<file path="src/assert_macros.svh">
// Assertion macros for the top-level RTL file of the sliding-window statistics block.
`ifndef ASSERT_MACROS_SVH
`define ASSERT_MACROS_SVH

// Same-cycle implication, sampled on aclk, off while aresetn is low.
`define SWMM_ASSERT_SAME(lbl, ante, cons, msg) \
    lbl: assert property (@(posedge aclk) disable iff (!aresetn) (ante) |-> (cons)) \
        else $error(msg);

// Next-cycle implication, sampled on aclk, off while aresetn is low.
`define SWMM_ASSERT_NEXT(lbl, ante, cons, msg) \
    lbl: assert property (@(posedge aclk) disable iff (!aresetn) (ante) |=> (cons)) \
        else $error(msg);

`endif

</file>
<file path="src/swmm_pkg.sv">
// Types, constants and the microcode table of the sliding-window statistics block.
package swmm_pkg;

    localparam int SAMPLE_W  = 24;
    localparam int CNT_W     = 11;
    localparam int SUM_W     = SAMPLE_W + CNT_W;
    localparam int DIV_STEPS = SUM_W;
    localparam int DIV_CNT_W = $clog2(DIV_STEPS + 1);
    localparam int PC_W      = 3;

    localparam logic [CNT_W-1:0] CNT_MAX      = {CNT_W{1'b1}};
    localparam logic [CNT_W-1:0] WINDOW_RESET = CNT_W'(1000);

    // Program steps
    localparam logic [PC_W-1:0] STEP_WAIT  = 3'd0;
    localparam logic [PC_W-1:0] STEP_ISSUE = 3'd1;
    localparam logic [PC_W-1:0] STEP_SCAN  = 3'd2;
    localparam logic [PC_W-1:0] STEP_DIV0  = 3'd3;
    localparam logic [PC_W-1:0] STEP_DIV   = 3'd4;
    localparam logic [PC_W-1:0] STEP_HOLD  = 3'd5;
    localparam logic [PC_W-1:0] STEP_POST  = 3'd6;

    typedef enum logic [2:0] {
        JC_NEVER      = 3'd0,
        JC_NO_INPUT   = 3'd1,
        JC_MORE_READS = 3'd2,
        JC_DIV_MORE   = 3'd3,
        JC_OUT_BUSY   = 3'd4,
        JC_ALWAYS     = 3'd5
    } jc_t;

    typedef struct packed {
        logic            load;
        logic            rd_issue;
        logic            acc;
        logic            div_init;
        logic            div_step;
        logic            out_load;
        jc_t             jc;
        logic [PC_W-1:0] target;
    } ctl_t;

    typedef struct packed {
        logic in_valid;
        logic more_reads;
        logic div_more;
        logic out_busy;
    } stat_t;

    function automatic ctl_t ucode(input logic [PC_W-1:0] pc);
        ctl_t c;
        c        = '0;
        c.jc     = JC_NEVER;
        c.target = STEP_WAIT;
        case (pc)
            STEP_WAIT: begin
                c.load   = 1'b1;
                c.jc     = JC_NO_INPUT;
                c.target = STEP_WAIT;
            end
            STEP_ISSUE: begin
                c.rd_issue = 1'b1;
            end
            STEP_SCAN: begin
                c.rd_issue = 1'b1;
                c.acc      = 1'b1;
                c.jc       = JC_MORE_READS;
                c.target   = STEP_SCAN;
            end
            STEP_DIV0: begin
                c.div_init = 1'b1;
            end
            STEP_DIV: begin
                c.div_step = 1'b1;
                c.jc       = JC_DIV_MORE;
                c.target   = STEP_DIV;
            end
            STEP_HOLD: begin
                c.jc     = JC_OUT_BUSY;
                c.target = STEP_HOLD;
            end
            STEP_POST: begin
                c.out_load = 1'b1;
                c.jc       = JC_ALWAYS;
                c.target   = STEP_WAIT;
            end
            default: begin
                c.jc     = JC_ALWAYS;
                c.target = STEP_WAIT;
            end
        endcase
        return c;
    endfunction

endpackage

</file>
<file path="src/swmm_seq.sv">
// Microcode sequencer: step counter, control ROM and conditional jumps.
module swmm_seq (
    input  logic                  aclk,
    input  logic                  aresetn,
    input  swmm_pkg::stat_t       stat,
    output swmm_pkg::ctl_t        ctl
);

    logic [swmm_pkg::PC_W-1:0] pc_reg;
    logic [swmm_pkg::PC_W-1:0] pc_next;
    logic                      jump;

    assign ctl = swmm_pkg::ucode(pc_reg);

    always_comb begin
        case (ctl.jc)
            swmm_pkg::JC_NEVER:      jump = 1'b0;
            swmm_pkg::JC_NO_INPUT:   jump = !stat.in_valid;
            swmm_pkg::JC_MORE_READS: jump = stat.more_reads;
            swmm_pkg::JC_DIV_MORE:   jump = stat.div_more;
            swmm_pkg::JC_OUT_BUSY:   jump = stat.out_busy;
            swmm_pkg::JC_ALWAYS:     jump = 1'b1;
            default:                 jump = 1'b1;
        endcase
        pc_next = jump ? ctl.target : pc_reg + 1'b1;
    end

    always_ff @(posedge aclk) begin
        if (!aresetn) begin
            pc_reg <= swmm_pkg::STEP_WAIT;
        end else begin
            pc_reg <= pc_next;
        end
    end

endmodule

</file>
<file path="config.mk">
export PLATFORM = sky130hd
export DESIGN_NAME = swmm_seq
export DESIGN_NICKNAME = d
export VERILOG_FILES = /design/src/assert_macros.svh /design/src/swmm_pkg.sv /design/src/swmm_seq.sv
export SDC_FILE = /design/constraint.sdc
export NUM_CORES = 1
export LEC_CHECK = 0
export ABC_AREA = 1
export BUFFER_PORTS_ARGS = -buffer_cell sky130_fd_sc_hd__buf_2
export CAP_MARGIN = 20
export CELL_PAD_IN_SITES_DETAIL_PLACEMENT = 0
export CELL_PAD_IN_SITES_GLOBAL_PLACEMENT = 1
export CORE_MARGIN = 8
export CORE_UTILIZATION = 28
export CTS_CLUSTER_DIAMETER = 80
export DETAILED_ROUTE_END_ITERATION = 8
export PLACE_DENSITY_LB_ADDON = 0.1
export RECOVER_POWER = 50
export SLEW_MARGIN = 10
export SYNTH_ARGS = -nofsm -noshare
export SYNTH_HDL_FRONTEND = slang
export SYNTH_SLANG_ARGS = --single-unit
</file>
<file path="constraint.sdc">
create_clock -name aclk -period 1.65 [get_ports aclk]
set_input_delay 0.4125 -clock aclk [delete_from_list [all_inputs] [get_ports aclk]]
set_output_delay 0.4125 -clock aclk [all_outputs]
set_load 0.005 [all_outputs]
</file>
==> reports/summary.txt <==
status -> finished, final reports clean
Final Wtd Congestion -> 0.7034
grt ovf -> 0
number of flip-flops in the largest register -> 3
area delta synth->final -> 46.23%
syn nets -> 76
residual DRC count -> 0
dominant synthesized flop cell -> dfxtp_1
CP Capture Type -> primary output
Routed WL per cell -> 10.16 um
Reg area -> 66.31 um2
core box area -> 1318 um2
Async S/R FF share, synth -> 0
clk_skew -> 0.0002355 ns
vias after detailed routing -> 435
Syn Area/Cell -> 6.316 um2
Final Max Slew Viols -> 0
multi-input logic area -> 296.5 um2
Initial Utilization -> 0.3020
Yosys reg bits -> 3
DP HPWL -> 866.1 um
die width -> 53.70 um
Die Area -> 2883 um2
worst-margin pin slew -> 0.1399 ns
final setup fails -> 0
Clock Tree Buf Depth -> 2
Rows -> 13
Worst R2R Setup Slack -> 0.22 ns
synth top area cells -> ha_1 22%, dfxtp_1 15%, nand2_1 13%
number of DRC markers in iteration 0 -> 10
VDD IR max -> 0.5902 mV
DRT antenna net count -> 0
clock latency on the worst-skew pair -> 0.23 ns
Synth area leader -> ha_1
vias per inst -> 4.265
RSZ-0062 raised after global routing -> yes
fill count -> 140
relative slew slack -> 0.9064
Synth top cells by count -> 14 x nand2_1, 10 x inv_1, 7 x ha_1
Die Ht -> 53.70 um
Yosys cell types -> 14
Mapped Cells -> 63
CTS tree -> yes
placed cells -> 96
most numerous cell in the Yosys netlist -> nand2_1
share of the synthesized area in the top cell type -> 0.2201
Lkg Pwr -> 0.3715 nW
Setup CP Type -> reg -> out
initial antenna violation count -> 0
WP data arrival -> 1.19 ns
Routed Wire Length -> 1036 um
final hold violation count -> 0
root buffer cell -> clkbuf_4
Startpoint Class -> register
Seq/Total Area, Yosys -> 0.1509
Num CTS Buffers -> 3
IO Count -> 18
PortBufs -> 17
Tmin final -> 1.602 ns
number of synthesized flops with an enable pin -> 0
Clock Sinks -> 3
worst path required time -> 1.24 ns
Fin Hold WS -> 0.4221 ns
Detailed Routing Iterations Pass 1 -> 4
CP Max Fanout -> 6
cts hold-fix bufs -> 0
first-pass GRT wire length -> 1593 um
# H-tree levels -> 1
fin cells -> 102
clk slew on worst S/H paths -> 0.03 ns
pwr dens -> 1744 nW/um2
# nets final -> 101
Hold Crit Class -> in -> reg
global-route usage over all layers -> 0.07194
number of inserted diodes -> 0
yosys warns -> 0
f_max -> 624.2 MHz
vias in the first global route -> 380
Post-Syn Area -> 397.9 um2
Max Cap Viol -> 0
power consumption -> 1.015 mW
layout cells sized above 1 -> 0.4828
largest net degree at the start of global routing -> 7
crit share post-route -> 0.9710
logic make-up after synthesis:
kind of cell / share of synthesized area
fa+ha+maj: 0.2201
compound gates: 0.07862
buf+inv: 0.1541
simple gates: 0.3962
flops: 0.1509
critical path, cell delays in order, from the launching register on:
cell and delay, ns:
dfxtp_2 0.34, buf_6 0.14, ha_1 0.18, ha_1 0.18
buf_2 0.12
stage by stage:
stage | instance area, um2 | utilization | worst slack, ns | TNS (ns)
4_1_cts | 544.3 | 0.4131 | 0.01095 | 0
6_report | 581.8 | 0.4416 | 0.04787 | 0
5_1_grt | 581.8 | 0.4416 | -0.01108 | -0.01108
3_3_place_gp | 505.5 | 0.3837 | 0.06088 | 0
3_5_place_dp | 505.5 | 0.3837 | 0.05656 | 0
2_1_floorplan | 397.9 | - | 0.2500 | 0
final cells by class:
type                    instances  area share
flip-flops and latches          3      0.1140
repair buffers                 21      0.2043
inverters                      13     0.09462
well taps                      15     0.03226
clock buffers                   4     0.04516
multi-input cells              46      0.5097
worst paths after layout:
kind                                           start                   end  depth (start not counted)
worst max-delay path            pc_reg[1]$_SDFF_PN0_                ctl[8]                          4
worst min-delay path                         aresetn  pc_reg[1]$_SDFF_PN0_                          3
worst max register to register  pc_reg[0]$_SDFF_PN0_  pc_reg[1]$_SDFF_PN0_                          9
worst min register to register  pc_reg[0]$_SDFF_PN0_  pc_reg[0]$_SDFF_PN0_                          3
routing by layer:
metal  up-vias  global-route usage  share of wire
li1        238                   -              -
met1       182             0.08488           0.50
met2        15              0.1178           0.42
met3         0             0.03306          0.089
met4         0             0.01261              0
met5         -                   0              0
cells in the final DEF, fill, tap and decap left out, drive strengths merged:
cell and count:
nand3 6, o21a 1, o21ai 1, dfxtp 3, ha 7, nand3b 2
buf 21, nor2 6, clkbuf 4, a21oi 3, clkinv 1, nand2 20
inv 12
repair_timing:
| action | CTS | global route |
|---|---|---|
| gates resized for setup | 4 | 9 |
| setup endpoints to repair | 8 | 4 |
| pin swaps | 1 | 1 |
| buffers inserted | 1 | 1 |
report_power, final:
part           switching, mW  leakage [nW]  internal (mW)
logic                  0.388         0.330          0.325
clock network         0.0352        0.0150         0.0904
registers             0.0593        0.0261          0.117
total                  0.482         0.372          0.532
Note: power is estimated with default switching activity, not from simulation.
