$ cat config.mk
export PLATFORM = sky130hd
export DESIGN_NAME = swmm_div
export DESIGN_NICKNAME = d
export VERILOG_FILES = /design/src/assert_macros.svh /design/src/swmm_pkg.sv /design/src/swmm_div.sv
export SDC_FILE = /design/constraint.sdc
export NUM_CORES = 1
export LEC_CHECK = 0
export BUFFER_PORTS_ARGS = -buffer_cell sky130_fd_sc_hd__buf_4
export CORE_UTILIZATION = 51
export DETAILED_ROUTE_END_ITERATION = 8
export PLACE_DENSITY_LB_ADDON = 0.1
export SYNTH_ARGS = -nofsm -noshare
export SYNTH_HDL_FRONTEND = slang
export SYNTH_SLANG_ARGS = --single-unit
$ cat constraint.sdc
create_clock -name aclk -period 2.3 [get_ports aclk]
set_input_delay 0.23 -clock aclk [delete_from_list [all_inputs] [get_ports aclk]]
set_output_delay 0.23 -clock aclk [all_outputs]
set_load 0.03 [all_outputs]
$ cat src/assert_macros.svh
// Assertion macros for the top-level RTL file of the sliding-window statistics block.
`ifndef ASSERT_MACROS_SVH
`define ASSERT_MACROS_SVH

// Same-cycle implication, sampled on aclk, off while aresetn is low.
`define SWMM_ASSERT_SAME(lbl, ante, cons, msg) \
    lbl: assert property (@(posedge aclk) disable iff (!aresetn) (ante) |-> (cons)) \
        else $error(msg);

// Next-cycle implication, sampled on aclk, off while aresetn is low.
`define SWMM_ASSERT_NEXT(lbl, ante, cons, msg) \
    lbl: assert property (@(posedge aclk) disable iff (!aresetn) (ante) |=> (cons)) \
        else $error(msg);

`endif

$ cat src/swmm_pkg.sv
// Types, constants and the microcode table of the sliding-window statistics block.
package swmm_pkg;

    localparam int SAMPLE_W  = 24;
    localparam int CNT_W     = 11;
    localparam int SUM_W     = SAMPLE_W + CNT_W;
    localparam int DIV_STEPS = SUM_W;
    localparam int DIV_CNT_W = $clog2(DIV_STEPS + 1);
    localparam int PC_W      = 3;

    localparam logic [CNT_W-1:0] CNT_MAX      = {CNT_W{1'b1}};
    localparam logic [CNT_W-1:0] WINDOW_RESET = CNT_W'(1000);

    // Program steps
    localparam logic [PC_W-1:0] STEP_WAIT  = 3'd0;
    localparam logic [PC_W-1:0] STEP_ISSUE = 3'd1;
    localparam logic [PC_W-1:0] STEP_SCAN  = 3'd2;
    localparam logic [PC_W-1:0] STEP_DIV0  = 3'd3;
    localparam logic [PC_W-1:0] STEP_DIV   = 3'd4;
    localparam logic [PC_W-1:0] STEP_HOLD  = 3'd5;
    localparam logic [PC_W-1:0] STEP_POST  = 3'd6;

    typedef enum logic [2:0] {
        JC_NEVER      = 3'd0,
        JC_NO_INPUT   = 3'd1,
        JC_MORE_READS = 3'd2,
        JC_DIV_MORE   = 3'd3,
        JC_OUT_BUSY   = 3'd4,
        JC_ALWAYS     = 3'd5
    } jc_t;

    typedef struct packed {
        logic            load;
        logic            rd_issue;
        logic            acc;
        logic            div_init;
        logic            div_step;
        logic            out_load;
        jc_t             jc;
        logic [PC_W-1:0] target;
    } ctl_t;

    typedef struct packed {
        logic in_valid;
        logic more_reads;
        logic div_more;
        logic out_busy;
    } stat_t;

    function automatic ctl_t ucode(input logic [PC_W-1:0] pc);
        ctl_t c;
        c        = '0;
        c.jc     = JC_NEVER;
        c.target = STEP_WAIT;
        case (pc)
            STEP_WAIT: begin
                c.load   = 1'b1;
                c.jc     = JC_NO_INPUT;
                c.target = STEP_WAIT;
            end
            STEP_ISSUE: begin
                c.rd_issue = 1'b1;
            end
            STEP_SCAN: begin
                c.rd_issue = 1'b1;
                c.acc      = 1'b1;
                c.jc       = JC_MORE_READS;
                c.target   = STEP_SCAN;
            end
            STEP_DIV0: begin
                c.div_init = 1'b1;
            end
            STEP_DIV: begin
                c.div_step = 1'b1;
                c.jc       = JC_DIV_MORE;
                c.target   = STEP_DIV;
            end
            STEP_HOLD: begin
                c.jc     = JC_OUT_BUSY;
                c.target = STEP_HOLD;
            end
            STEP_POST: begin
                c.out_load = 1'b1;
                c.jc       = JC_ALWAYS;
                c.target   = STEP_WAIT;
            end
            default: begin
                c.jc     = JC_ALWAYS;
                c.target = STEP_WAIT;
            end
        endcase
        return c;
    endfunction

endpackage

$ cat src/swmm_div.sv
// Restoring divider, one quotient bit per cycle while step is high, truncating toward zero.
module swmm_div (
    input  logic                                 aclk,
    input  logic                                 aresetn,
    input  logic                                 init,
    input  logic                                 step,
    input  logic signed [swmm_pkg::SUM_W-1:0]    dividend,
    input  logic [swmm_pkg::CNT_W-1:0]           divisor,
    output logic signed [swmm_pkg::SAMPLE_W-1:0] quotient,
    output logic                                 more
);

    logic [swmm_pkg::SUM_W-1:0]     q_reg;
    logic [swmm_pkg::CNT_W-1:0]     rem_reg;
    logic [swmm_pkg::CNT_W-1:0]     dvs_reg;
    logic                           neg_reg;
    logic [swmm_pkg::DIV_CNT_W-1:0] cnt_reg;

    logic [swmm_pkg::SUM_W-1:0]     mag;
    logic [swmm_pkg::CNT_W:0]       trial;
    logic                           ge;
    logic [swmm_pkg::SAMPLE_W-1:0]  q_low;

    assign mag   = dividend[swmm_pkg::SUM_W-1] ? swmm_pkg::SUM_W'(-dividend)
                                               : swmm_pkg::SUM_W'(dividend);
    assign trial = {rem_reg, q_reg[swmm_pkg::SUM_W-1]};
    assign ge    = (trial >= {1'b0, dvs_reg});
    assign more  = (cnt_reg != swmm_pkg::DIV_CNT_W'(1));
    assign q_low = q_reg[swmm_pkg::SAMPLE_W-1:0];

    always_ff @(posedge aclk) begin
        if (!aresetn) begin
            cnt_reg <= '0;
        end else if (init) begin
            cnt_reg <= swmm_pkg::DIV_CNT_W'(swmm_pkg::DIV_STEPS);
        end else if (step) begin
            cnt_reg <= cnt_reg - 1'b1;
        end
    end

    always_ff @(posedge aclk) begin
        if (init) begin
            q_reg   <= mag;
            rem_reg <= '0;
            dvs_reg <= divisor;
            neg_reg <= dividend[swmm_pkg::SUM_W-1];
        end else if (step) begin
            rem_reg <= ge ? swmm_pkg::CNT_W'(trial - {1'b0, dvs_reg})
                          : swmm_pkg::CNT_W'(trial);
            q_reg   <= {q_reg[swmm_pkg::SUM_W-2:0], ge};
        end
    end

    assign quotient = neg_reg ? $signed(-q_low) : $signed(q_low);

endmodule

==> results of run 1 <==
[cells in the mapped netlist, types with 9 or more instances]
library cell / instances
a21oi_1: 43
a311oi_1: 9
clkbuf_1: 24
dfxtp_1: 17
edfxtp_1: 47
ha_1: 15
inv_1: 24
nand2_1: 20
nand2b_1: 9
nand3_1: 10
nor2_1: 52
o21ai_0: 29
o31ai_1: 17
o41ai_1: 10
xnor2_1: 28
xor2_1: 37
[metal layers]
| metal | vias to the layer above | global-route usage (%) |
|---|---|---|
| met5 | - | 0 |
| met4 | 0 | 9.103 |
| met3 | 17 | 4.288 |
| met2 | 138 | 43.13 |
| met1 | 1989 | 35.68 |
| li1 | 1989 | - |
[cells by family (layout without fill, tap and decap cells)]
kind of cell | Yosys count | after routing | synth area share [%]
buffers and inverters | 49 | 191 | 4.338
adder cells (fa/ha/maj) | 16 | 16 | 4.800
AND/OR/NAND/NOR | 132 | 132 | 15.96
AO/OA/AOI/OAI | 136 | 136 | 20.76
XOR/XNOR | 65 | 65 | 13.16
multiplexers | 2 | 2 | 0.4916
flip-flops | 64 | 64 | 40.49
[metrics by stage]
stage | total power [mW] | setup WS [ps]
5_1_grt | 4.147 | -671.4
3_3_place_gp | 2.728 | -197.5
6_report | 3.958 | -602.1
3_5_place_dp | 2.762 | -251.5
4_1_cts | 3.837 | -558.1
2_1_floorplan | 2.277 | -103.0
[what timing repair did]
item | CTS | global route
buffers inserted | 8 | 8
pin swaps | 16 | 32
hold buffers | 0 | 0
resized for setup | 40 | 52
setup endpoints to repair | 28 | 28
[final cells by class]
class	count	area, um2
Tap cell	105	131.4
Inverter	24	90.09
Timing Repair Buffer	151	1222
Clock buffer	11	173.9
Fill cell	566	2002
Multi-Input combinational cell	351	2813
Clock inverter	5	32.53
Sequential cell	64	1752
[how the worst min path moves through the flow]
stage | start | to | slack (ps) | cells after the start
2_1_floorplan | divisor[0] | dvs_reg[0] | 330 | 0
3_3_place_gp | divisor[5] | dvs_reg[5] | 410 | 1
3_5_place_dp | divisor[2] | dvs_reg[2] | 410 | 1
4_1_cts | divisor[2] | dvs_reg[2] | 40 | 1
5_1_grt | divisor[4] | dvs_reg[4] | 40 | 1
6_report | divisor[2] | dvs_reg[2] | 60 | 1
[where the power goes]
| group | total (mW) | switching (mW) | internal, mW |
|---|---|---|---|
| Combinational | 1.48 | 0.803 | 0.675 |
| Sequential | 1.48 | 0.0985 | 1.38 |
| Clock | 0.998 | 0.474 | 0.525 |
| Total | 3.96 | 1.38 | 2.58 |
==> key figures, run 1 <==
Final layout
  – Layout Nets: 667
  – Antenna Cells: 0
  – Share of cells above drive strength 1: 38.94%
  – Number of flip-flops in the largest register: 35
  – Final Util: 75.64%
  – Commonest non-fill, non-tap cells in the layout: 132 x buf_4, 52 x nor2_1, 47 x edfxtp_1
  – Final Cell Area: 0.006215 mm2
  – Post-route insts no fill: 711
  – Layout area overhead: 43.64%
  – Most common cell after layout, fill and taps aside: buf_4

Timing
  – RSZ-0062 raised after global routing: yes
  – Slew HR: 57.46%
  – Final Slew Violations: 0
  – Final period util: 126.2%
  – Fmax: 344.6 MHz
  – Worst Max-Slew Pin Slew: 634.3 ps
  – Hold_ws: 59.21 ps
  – Final setup vio count: 25
  – Endpoints failing hold: 0
  – Setup TNS: -7290 ps
  – Skew final: 9.312 ps
  – Worst setup margin: -602.1 ps
  – Minimum clock period: 2902 ps

Critical path
  – Worst-path fanout max: 4
  – Arr. time, crit path: 2670 ps
  – Reg-to-Reg End: rem_reg[1]
  – Worst stage delay on the critical path: 510 ps
  – Worst path depth: 6
  – CP cell instances: or3_4 > or4_4 > or3_4 > o41ai_4 > xnor2_2 > buf_6
  – Required @ worst endpoint: 2070 ps
  – Slowest-stage cell, CP: or4_4
  – CP Class: reg2out
  – Most frequent cell on the critical path: or3_4
  – R2R Path Start: dvs_reg[0]
  – Top delay family on crit path: simple AND/OR/NAND/NOR gates
  – R2R cell count: 9
  – CP bufs+invs: 1
  – Critical Path Start: q_reg[3]
  – Critical path endpoint category: output pin
  – Critical Path End: quotient[23]
  – Crit start category: flop
  – R2R setup slack: -100 ps

Detailed routing
  – Top Layer Used: met4
  – Final WL: 11840 um
  – Antenna-violating nets left: 0
  – TritonRoute pass-1 iters: 5
  – DR DRC count: 0
  – Avg WL per Cell: 16.65 um
  – Initial DRC count: 227
  – Met2 WL: 5787 um
  – Met3 wire len: 592 um
  – Via/cell ratio: 5.813
  – Met1 wire length: 5261 um
  – Routed vias: 4133

Power and ir drop
  – LEAKAGE: 2.543 nW
  – VDD IR-drop max: 0.3797 mV
  – PD cells: 636.8 mW/mm2

Floorplanning
  – Initial Util: 52.66%
  – Core Area: 0.008217 mm2
  – Height of the die: 94.11 um
  – Die Area: 0.008856 mm2
  – I/O Pins: 75
  – FP Rows: 33
  – Die Wd: 94.11 um

Clocking
  – CTS Sinks: 64
  – Worst-path clk slew: 80 ps
  – Clk buf depth: 2
  – H-tree Lvls: 3
  – Clk_lat worst skew: 340 ps
  – CTS tree: built
  – Root Buffer: clkbuf_8
  – Total CTS buffers: 9

Job
  – Max Cap Viol: 0

Global route
  – Initial antenna violation count: 0
  – Pin count of the biggest net entering global routing: 98
  – Vias in the first global route: 3914
  – GRT overflow: 0
  – First-pass GRT wire length: 18160 um
  – GRT Util Overall: 26.51%

Min path
  – Hold Path Class: in2reg

Synth
  – Syn Area/Cell: 9.325 um2
  – Synth cell types: 51
  – Async SR Flop Fraction: 0%
  – FF+latch count, synth: 64
  – EDFF count, synth: 47
  – Syn_nets: 530
  – Synth Instances: 464
  – Mapped cell area: 0.004327 mm2
  – Dominant synthesized flop cell: edfxtp_1
  – Synth area leader: edfxtp_1
  – Post-synthesis sequential area ratio: 40.49%
  – Top post-synthesis cells by area: edfxtp_1 33%, dfxtp_1 7.9%, xor2_1 7.5%
  – Top cell type's share of synthesized area: 32.62%
  – Yosys Warn Count: 0

Outcome
  – Failing checks: setup timing
  – Status: complete, but fails checks

Placement
  – Port Buffers: 74
  – Placed insts: 681
  – DP Area: 0.005514 mm2
  – GPL Wtd Cong: 0.8542
  – Detail Placement HPWL: 7631 um
Power figures use the tool's default switching activity.
==> inputs of run 2 (changes only) <==
--- a/config.mk
+++ b/config.mk
@@ -6,7 +6,8 @@
 export NUM_CORES = 1
 export LEC_CHECK = 0
 export BUFFER_PORTS_ARGS = -buffer_cell sky130_fd_sc_hd__buf_4
-export CORE_UTILIZATION = 51
+export CORE_UTILIZATION = 63
+export CTS_BUF_LIST = sky130_fd_sc_hd__clkbuf_4
 export DETAILED_ROUTE_END_ITERATION = 8
 export PLACE_DENSITY_LB_ADDON = 0.1
 export SYNTH_ARGS = -nofsm -noshare
==> constraint.sdc (replaced) <==
create_clock -name aclk -period 3.36 [get_ports aclk]
set_input_delay 0.336 -clock aclk [delete_from_list [all_inputs] [get_ports aclk]]
set_output_delay 0.336 -clock aclk [all_outputs]
set_load 0.03 [all_outputs]
==> key figures, run 2 (synthesized netlist as in run 1, its figures left out) <==
Power and ir drop
  – PD cells: 456.5 mW/mm2 (-28%)
  – LEAKAGE: 1.989 nW (-22%)
  – VDD IR-drop max: 0.2695 mV (-29%)

Clocking
  – Post-CTS resize count: 0 (-100%)
  – Root Buffer: clkbuf_4
  – Clk_lat worst skew: 410 ps (+70 ps)
  – Total CTS buffers: 9 (unchanged)
  – Worst-path clk slew: 110 ps (+30 ps)
  – CTS Sinks: 64 (unchanged)
  – Clk buf depth: 2 (unchanged)
  – Post-CTS setup buffers: 0 (-8)
  – H-tree Lvls: 3 (unchanged)
  – CTS tree: built
  – Hold-fix buffers, CTS: 0 (unchanged)

Timing
  – Hold_ws: 93.17 ps (+33.97 ps)
  – Fmax: 310.9 MHz
  – RSZ-0062 raised after global routing: no
  – Final Slew Violations: 0 (unchanged)
  – Final setup vio count: 0 (-100%)
  – Worst Max-Slew Pin Slew: 739.9 ps (+105.6 ps)
  – Skew final: 10.32 ps (+1.010 ps)
  – Worst setup margin: 143.5 ps (+745.6 ps)
  – Endpoints failing hold: 0 (unchanged)
  – Setup TNS: 0 ps (+7290 ps)
  – Final period util: 95.73%
  – Slew HR: 50.68% (-6.8 points)
  – Minimum clock period: 3216 ps

Final layout
  – Number of flip-flops in the largest register: 35 (unchanged)
  – Commonest non-fill, non-tap cells in the layout: 78 x buf_4, 52 x nor2_1, 47 x edfxtp_1
  – Filler Cell Count: 458 (-19%)
  – Most common cell after layout, fill and taps aside: buf_4
  – Antenna Cells: 0 (unchanged)
  – Share of cells above drive strength 1: 20.45% (-18 points)
  – Layout area overhead: 16.57%
  – Layout Nets: 594 (-11%)

Global route
  – Pin count of the biggest net entering global routing: 63 (-36%)
  – GRT Util Overall: 29.45% (+2.9 points)
  – First-pass GRT wire length: 16610 um (-8.5%)
  – Initial antenna violation count: 0 (unchanged)
  – GRT overflow: 0 (unchanged)
  – Vias in the first global route: 3488 (-11%)

Critical path
  – Slowest-stage cell, CP: or4_1
  – R2R cell count: 9 (unchanged)
  – CP cell instances: or4_1 > nor4_1 > inv_1 > or3_1 > o41ai_2 > xnor2_1 > buf_4
  – Critical Path End: quotient[23]
  – Crit start category: flop
  – Worst stage delay on the critical path: 630 ps (+120 ps)
  – R2R Path Start: q_reg[34]
  – R2R setup slack: 600 ps (+700 ps)
  – CP Class: reg2out
  – Worst-path fanout max: 4 (unchanged)
  – Arr. time, crit path: 2880 ps (+210 ps)
  – Critical Path Start: q_reg[11]
  – Critical path endpoint category: output pin
  – Required @ worst endpoint: 3020 ps (+950 ps)
  – Reg-to-Reg End: rem_reg[3]

Placement
  – GPL Wtd Cong: 0.9195 (+7.6%)
  – Pre-CTS setup slack: 620.4 ps (+871.9 ps)
  – Detail Placement HPWL: 7110 um (-6.8%)
  – Port Buffers: 74 (unchanged)

Detailed routing
  – Routed vias: 3862 (-6.6%)
  – TritonRoute pass-1 iters: 8 (+3)
  – Antenna-violating nets left: 0 (unchanged)
  – Via/cell ratio: 6.331 (+8.9%)
  – Avg WL per Cell: 16.46 um (-1.2%)
  – Final WL: 10040 um (-15%)
  – Initial DRC count: 356 (+57%)
  – DR DRC count: 4 (+4)

Floorplanning
  – Die Wd: 84.87 um (-9.8%)
  – Die Area: 0.007203 mm2 (-19%)
  – FP Rows: 29 (-12%)
  – I/O Pins: 75 (unchanged)
  – Core Area: 0.006495 mm2 (-21%)
  – Initial Util: 66.62% (+14 points)
  – Height of the die: 84.87 um (-9.8%)

Job
  – Max Cap Viol: 0 (unchanged)

Outcome
  – Failing checks: DRC
  – Status: complete, but fails checks

Min path
  – Hold Path Class: in2reg
-- run 2: cell type report --
type	instances	area [um2]	area share [%]
clock buffers	10	75.07	1.488
clock inverters	6	57.56	1.141
inverters	24	90.09	1.786
multi-input cells	351	2387	47.33
flip-flops and latches	64	1752	34.73
well taps	77	96.34	1.910
repair buffers	78	585.6	11.61
-- run 2: worst min-delay path by stage --
stage,from,end,cells past startpoint
final,divisor[0],dvs_reg[0],1
after global routing,divisor[0],dvs_reg[0],1
after CTS,divisor[0],dvs_reg[0],1
after detailed placement,rem_reg[8],rem_reg[8],2
after global placement,rem_reg[10],rem_reg[10],2
after floorplan,divisor[0],dvs_reg[0],0
-- run 2: layer usage --
metal / routed length, um / track usage (%) / vias to the layer above / part of all wire, %
li1: - / - / 1845 / -
met1: 4409 / 40.63 / 1821 / 44
met2: 4748 / 47.52 / 180 / 47
met3: 747 / 5.739 / 16 / 7.4
met4: 135 / 8.783 / 0 / 1.3
met5: 0 / 0 / - / 0
-- run 2: where the power goes --
group	total, mW	internal [mW]	leakage [nW]	switching [mW]
registers	1.02	0.947	0.605	0.0761
logic	0.758	0.317	1.30	0.440
clock network	0.522	0.233	0.0808	0.290
-- run 2: through the flow --
stage / total power, mW / std cells / utilization (%) / instance area, um2
6_report: 2.302 / 610 / 77.65 / 5044
5_1_grt: 2.419 / 610 / 77.65 / 5044
4_1_cts: 2.298 / 610 / 77.65 / 5044
3_5_place_dp: 1.786 / 594 / 75.61 / 4911
3_3_place_gp: 1.756 / 594 / 75.61 / 4911
2_1_floorplan: 1.532 / 464 / - / 4327
-- run 2: critical path: cells and delay by family (launching register included) --
family,cells,cell delay (ps)
flip-flops,1,460
AO/OA/AOI/OAI,1,260
AND/OR/NAND/NOR,3,1270
XOR/XNOR,1,180
buffers and inverters,2,300
==> inputs of run 3 (changes only) <==
--- a/config.mk
+++ b/config.mk
@@ -5,8 +5,9 @@
 export SDC_FILE = /design/constraint.sdc
 export NUM_CORES = 1
 export LEC_CHECK = 0
+export ABC_AREA = 1
 export BUFFER_PORTS_ARGS = -buffer_cell sky130_fd_sc_hd__buf_4
-export CORE_UTILIZATION = 63
+export CORE_UTILIZATION = 64
 export CTS_BUF_LIST = sky130_fd_sc_hd__clkbuf_4
 export DETAILED_ROUTE_END_ITERATION = 8
 export PLACE_DENSITY_LB_ADDON = 0.1
==> key figures, run 3 <==
Detailed routing
  – Routed vias: 5186 (+34%)
  – Antenna-violating nets left: 0 (unchanged)
  – TritonRoute pass-1 iters: 6 (-2)
  – DR DRC count: 0 (-4)
  – Initial DRC count: 383 (+7.6%)
  – Via/cell ratio: 5.613 (-11%)
  – Avg WL per Cell: 14.30 um (-13%)
  – Final WL: 13210 um (+32%)

Placement
  – Pre-CTS setup slack: 788.5 ps (+168.2 ps)
  – DP Area: 0.005737 mm2 (+17%)
  – Port Buffers: 74 (unchanged)
  – GPL Wtd Cong: 0.9728 (+5.8%)
  – Detail Placement HPWL: 10170 um (+43%)

Synth
  – Top cell type's share of synthesized area: 27.31% (-5.3 points)
  – Yosys Warn Count: 0 (unchanged)
  – Synth Instances: 751 (+62%)
  – Async SR Flop Fraction: 0% (unchanged)
  – Syn Area/Cell: 6.881 um2 (-26%)
  – Most common cell in the netlist: nand2_1
  – Syn_nets: 817 (+54%)
  – FF+latch count, synth: 64 (unchanged)
  – Mapped cell area: 0.005167 mm2 (+19%)
  – Post-synthesis sequential area ratio: 33.90% (-6.6 points)
  – Synth cell count leaders: 224 x nand2_1, 91 x nor2_1, 88 x inv_1, 73 x nand3_1, 47 x edfxtp_1
  – Synth cell types: 41 (-20%)
  – Synth area leader: edfxtp_1
  – Dominant synthesized flop cell: edfxtp_1
  – Top post-synthesis cells by area: edfxtp_1 27%, nand2_1 16%, nand3_1 7.1%
  – EDFF count, synth: 47 (unchanged)

Final layout
  – Final Cell Area: 0.005852 mm2 (+16%)
  – Antenna Cells: 0 (unchanged)
  – Share of cells above drive strength 1: 15.82% (-4.6 points)
  – Number of flip-flops in the largest register: 35 (unchanged)
  – Filler Cell Count: 626 (+37%)
  – Multi-input gate area in the final layout: 0.002929 mm2 (+23%)
  – Layout area overhead: 13.24%
  – Layout Nets: 883 (+49%)
  – Commonest non-fill, non-tap cells in the layout: 224 x nand2_1, 91 x nor2_1, 88 x inv_1
  – Final Util: 75.34% (-2.3 points)
  – Register area: 0.001752 mm2 (unchanged)
  – Most common cell after layout, fill and taps aside: nand2_1

Timing
  – Setup TNS: 0 ps (unchanged)
  – Final period util: 78.27% (-17 points)
  – Final Slew Violations: 0 (unchanged)
  – Fmax: 380.3 MHz (+22%)
  – Final setup vio count: 0 (unchanged)
  – Minimum clock period: 2630 ps (-586.7 ps)
  – Slew HR: 38.83% (-12 points)
  – Endpoints failing hold: 0 (unchanged)
  – Skew final: 14.60 ps (+4.279 ps)
  – Worst setup margin: 730.2 ps (+586.7 ps)
  – RSZ-0062 raised after global routing: no
  – Worst Max-Slew Pin Slew: 914.1 ps (+174.3 ps)

Clocking
  – Post-CTS resize count: 0 (unchanged)
  – Root Buffer: clkbuf_4
  – Clk buf depth: 2 (unchanged)
  – CTS Sinks: 64 (unchanged)
  – Worst-path clk slew: 130 ps (+20 ps)
  – Total CTS buffers: 9 (unchanged)
  – Clk_lat worst skew: 430 ps (+20 ps)
  – Hold-fix buffers, CTS: 0 (unchanged)
  – Post-CTS setup buffers: 0 (unchanged)
  – CTS tree: built
  – H-tree Lvls: 3 (unchanged)

Floorplanning
  – Height of the die: 91.86 um (+8.2%)
  – Die Area: 0.008437 mm2 (+17%)
  – Core Area: 0.007767 mm2 (+20%)
  – Initial Util: 66.53% (-0.088 points)
  – I/O Pins: 75 (unchanged)
  – FP Rows: 32 (+10%)
  – Die Wd: 91.86 um (+8.2%)

Critical path
  – Worst-path fanout max: 13 (+9)
  – Most frequent cell on the critical path: nand3_1
  – R2R Path Start: dvs_reg[0]
  – Reg-to-Reg End: rem_reg[0]
  – Arr. time, crit path: 2910 ps (+30 ps)
  – Required @ worst endpoint: 3640 ps (+620 ps)
  – CP Class: reg2reg
  – CP cell instances: ha_1 > fa_1 > inv_1 > nand3_1 > nand3_1 > nand3_1 > nand4_2 > nand2_1 > nand3_1 > o21ai_0
  – Critical path endpoint category: flop
  – CP bufs+invs: 1 (-1)
  – Top delay family on crit path: simple AND/OR/NAND/NOR gates
  – R2R cell count: 10 (+1)
  – Crit start category: flop
  – Worst stage delay on the critical path: 460 ps (-170 ps)
  – R2R setup slack: 730 ps (+130 ps)
  – Slowest-stage cell, CP: nand4_2

Global route
  – First-pass GRT wire length: 21920 um (+32%)
  – Grt met3 use: 4.146% (-1.6 points)
  – Gr busiest metal: met2
  – GRT Util Overall: 32.63% (+3.2 points)
  – GRT overflow: 0 (unchanged)
  – Met1 Use GR: 44.42% (+3.8 points)
  – Initial antenna violation count: 0 (unchanged)
  – Pin count of the biggest net entering global routing: 47 (-25%)
  – GR Util met2: 52.80% (+5.3 points)
  – Vias in the first global route: 4868 (+40%)

Min path
  – Hold Path Class: in2reg
  – Depth of the worst hold-timing path: 1 (unchanged)
  – Hold Crit Start: divisor[2]
  – Hold endpoint: dvs_reg[2]

Power and ir drop
  – LEAKAGE: 2.743 nW (+38%)
  – VDD IR-drop max: 0.2517 mV (-6.6%)
  – PD cells: 399.1 mW/mm2 (-13%)

Outcome
  – Status: complete, no violations

Job
  – Max Cap Viol: 0 (unchanged)
-- run 3: worst max-delay path by stage --
stage	startpoint	to	slack, ps	depth (start not counted)
2_1_floorplan	q_reg[4]	quotient[11]	1450	7
3_3_place_gp	q_reg[34]	rem_reg[3]	950	11
3_5_place_dp	dvs_reg[0]	rem_reg[0]	790	10
4_1_cts	q_reg[0]	quotient[22]	760	9
5_1_grt	q_reg[34]	rem_reg[0]	490	11
6_report	dvs_reg[0]	rem_reg[0]	730	10
-- run 3: power by group --
| group | internal (mW) | total (mW) | switching [mW] | leakage [nW] |
|---|---|---|---|---|
| Clock | 0.152 | 0.456 | 0.304 | 0.0637 |
| Combinational | 0.310 | 0.860 | 0.550 | 2.06 |
| Sequential | 0.947 | 1.02 | 0.0728 | 0.621 |
| Total | 1.41 | 2.34 | 0.927 | 2.74 |
-- run 3: per-stage QoR --
| step | instances | power [mW] | hold WS [ps] |
|---|---|---|---|
| floorplan | 751 | 1.621 | 434.9 |
| global placement | 908 | 1.856 | 459.5 |
| detailed placement | 908 | 1.881 | 461.3 |
| CTS | 924 | 2.335 | 49.78 |
| global route | 924 | 2.467 | 55.79 |
| finish | 924 | 2.335 | 75.27 |
-- run 3: routing by layer --
metal  part of all wire [%]  vias up
met3                    7.5       35
li1                       -     2579
met1                     45     2338
met2                     45      234
met5                      0        -
met4                    2.5        0
-- run 3: cell type report --
type | instances | share of cell area, %
Clock buffer | 9 | 1.155
Sequential cell | 64 | 29.93
Tap cell | 102 | 2.181
Multi-Input combinational cell | 575 | 50.05
Clock inverter | 7 | 0.8125
Timing Repair Buffer | 77 | 10.09
Inverter | 90 | 5.773
-- run 3: cell families after synthesis --
kind of cell	Yosys count	synth area share (%)
adders and majority gates	16	4.019
xor gates and xnor gates	36	6.102
DFF	64	33.90
buffers and inverters	112	9.419
AOI/OAI and AO/OA	65	7.312
and+or+nand+nor	458	39.25
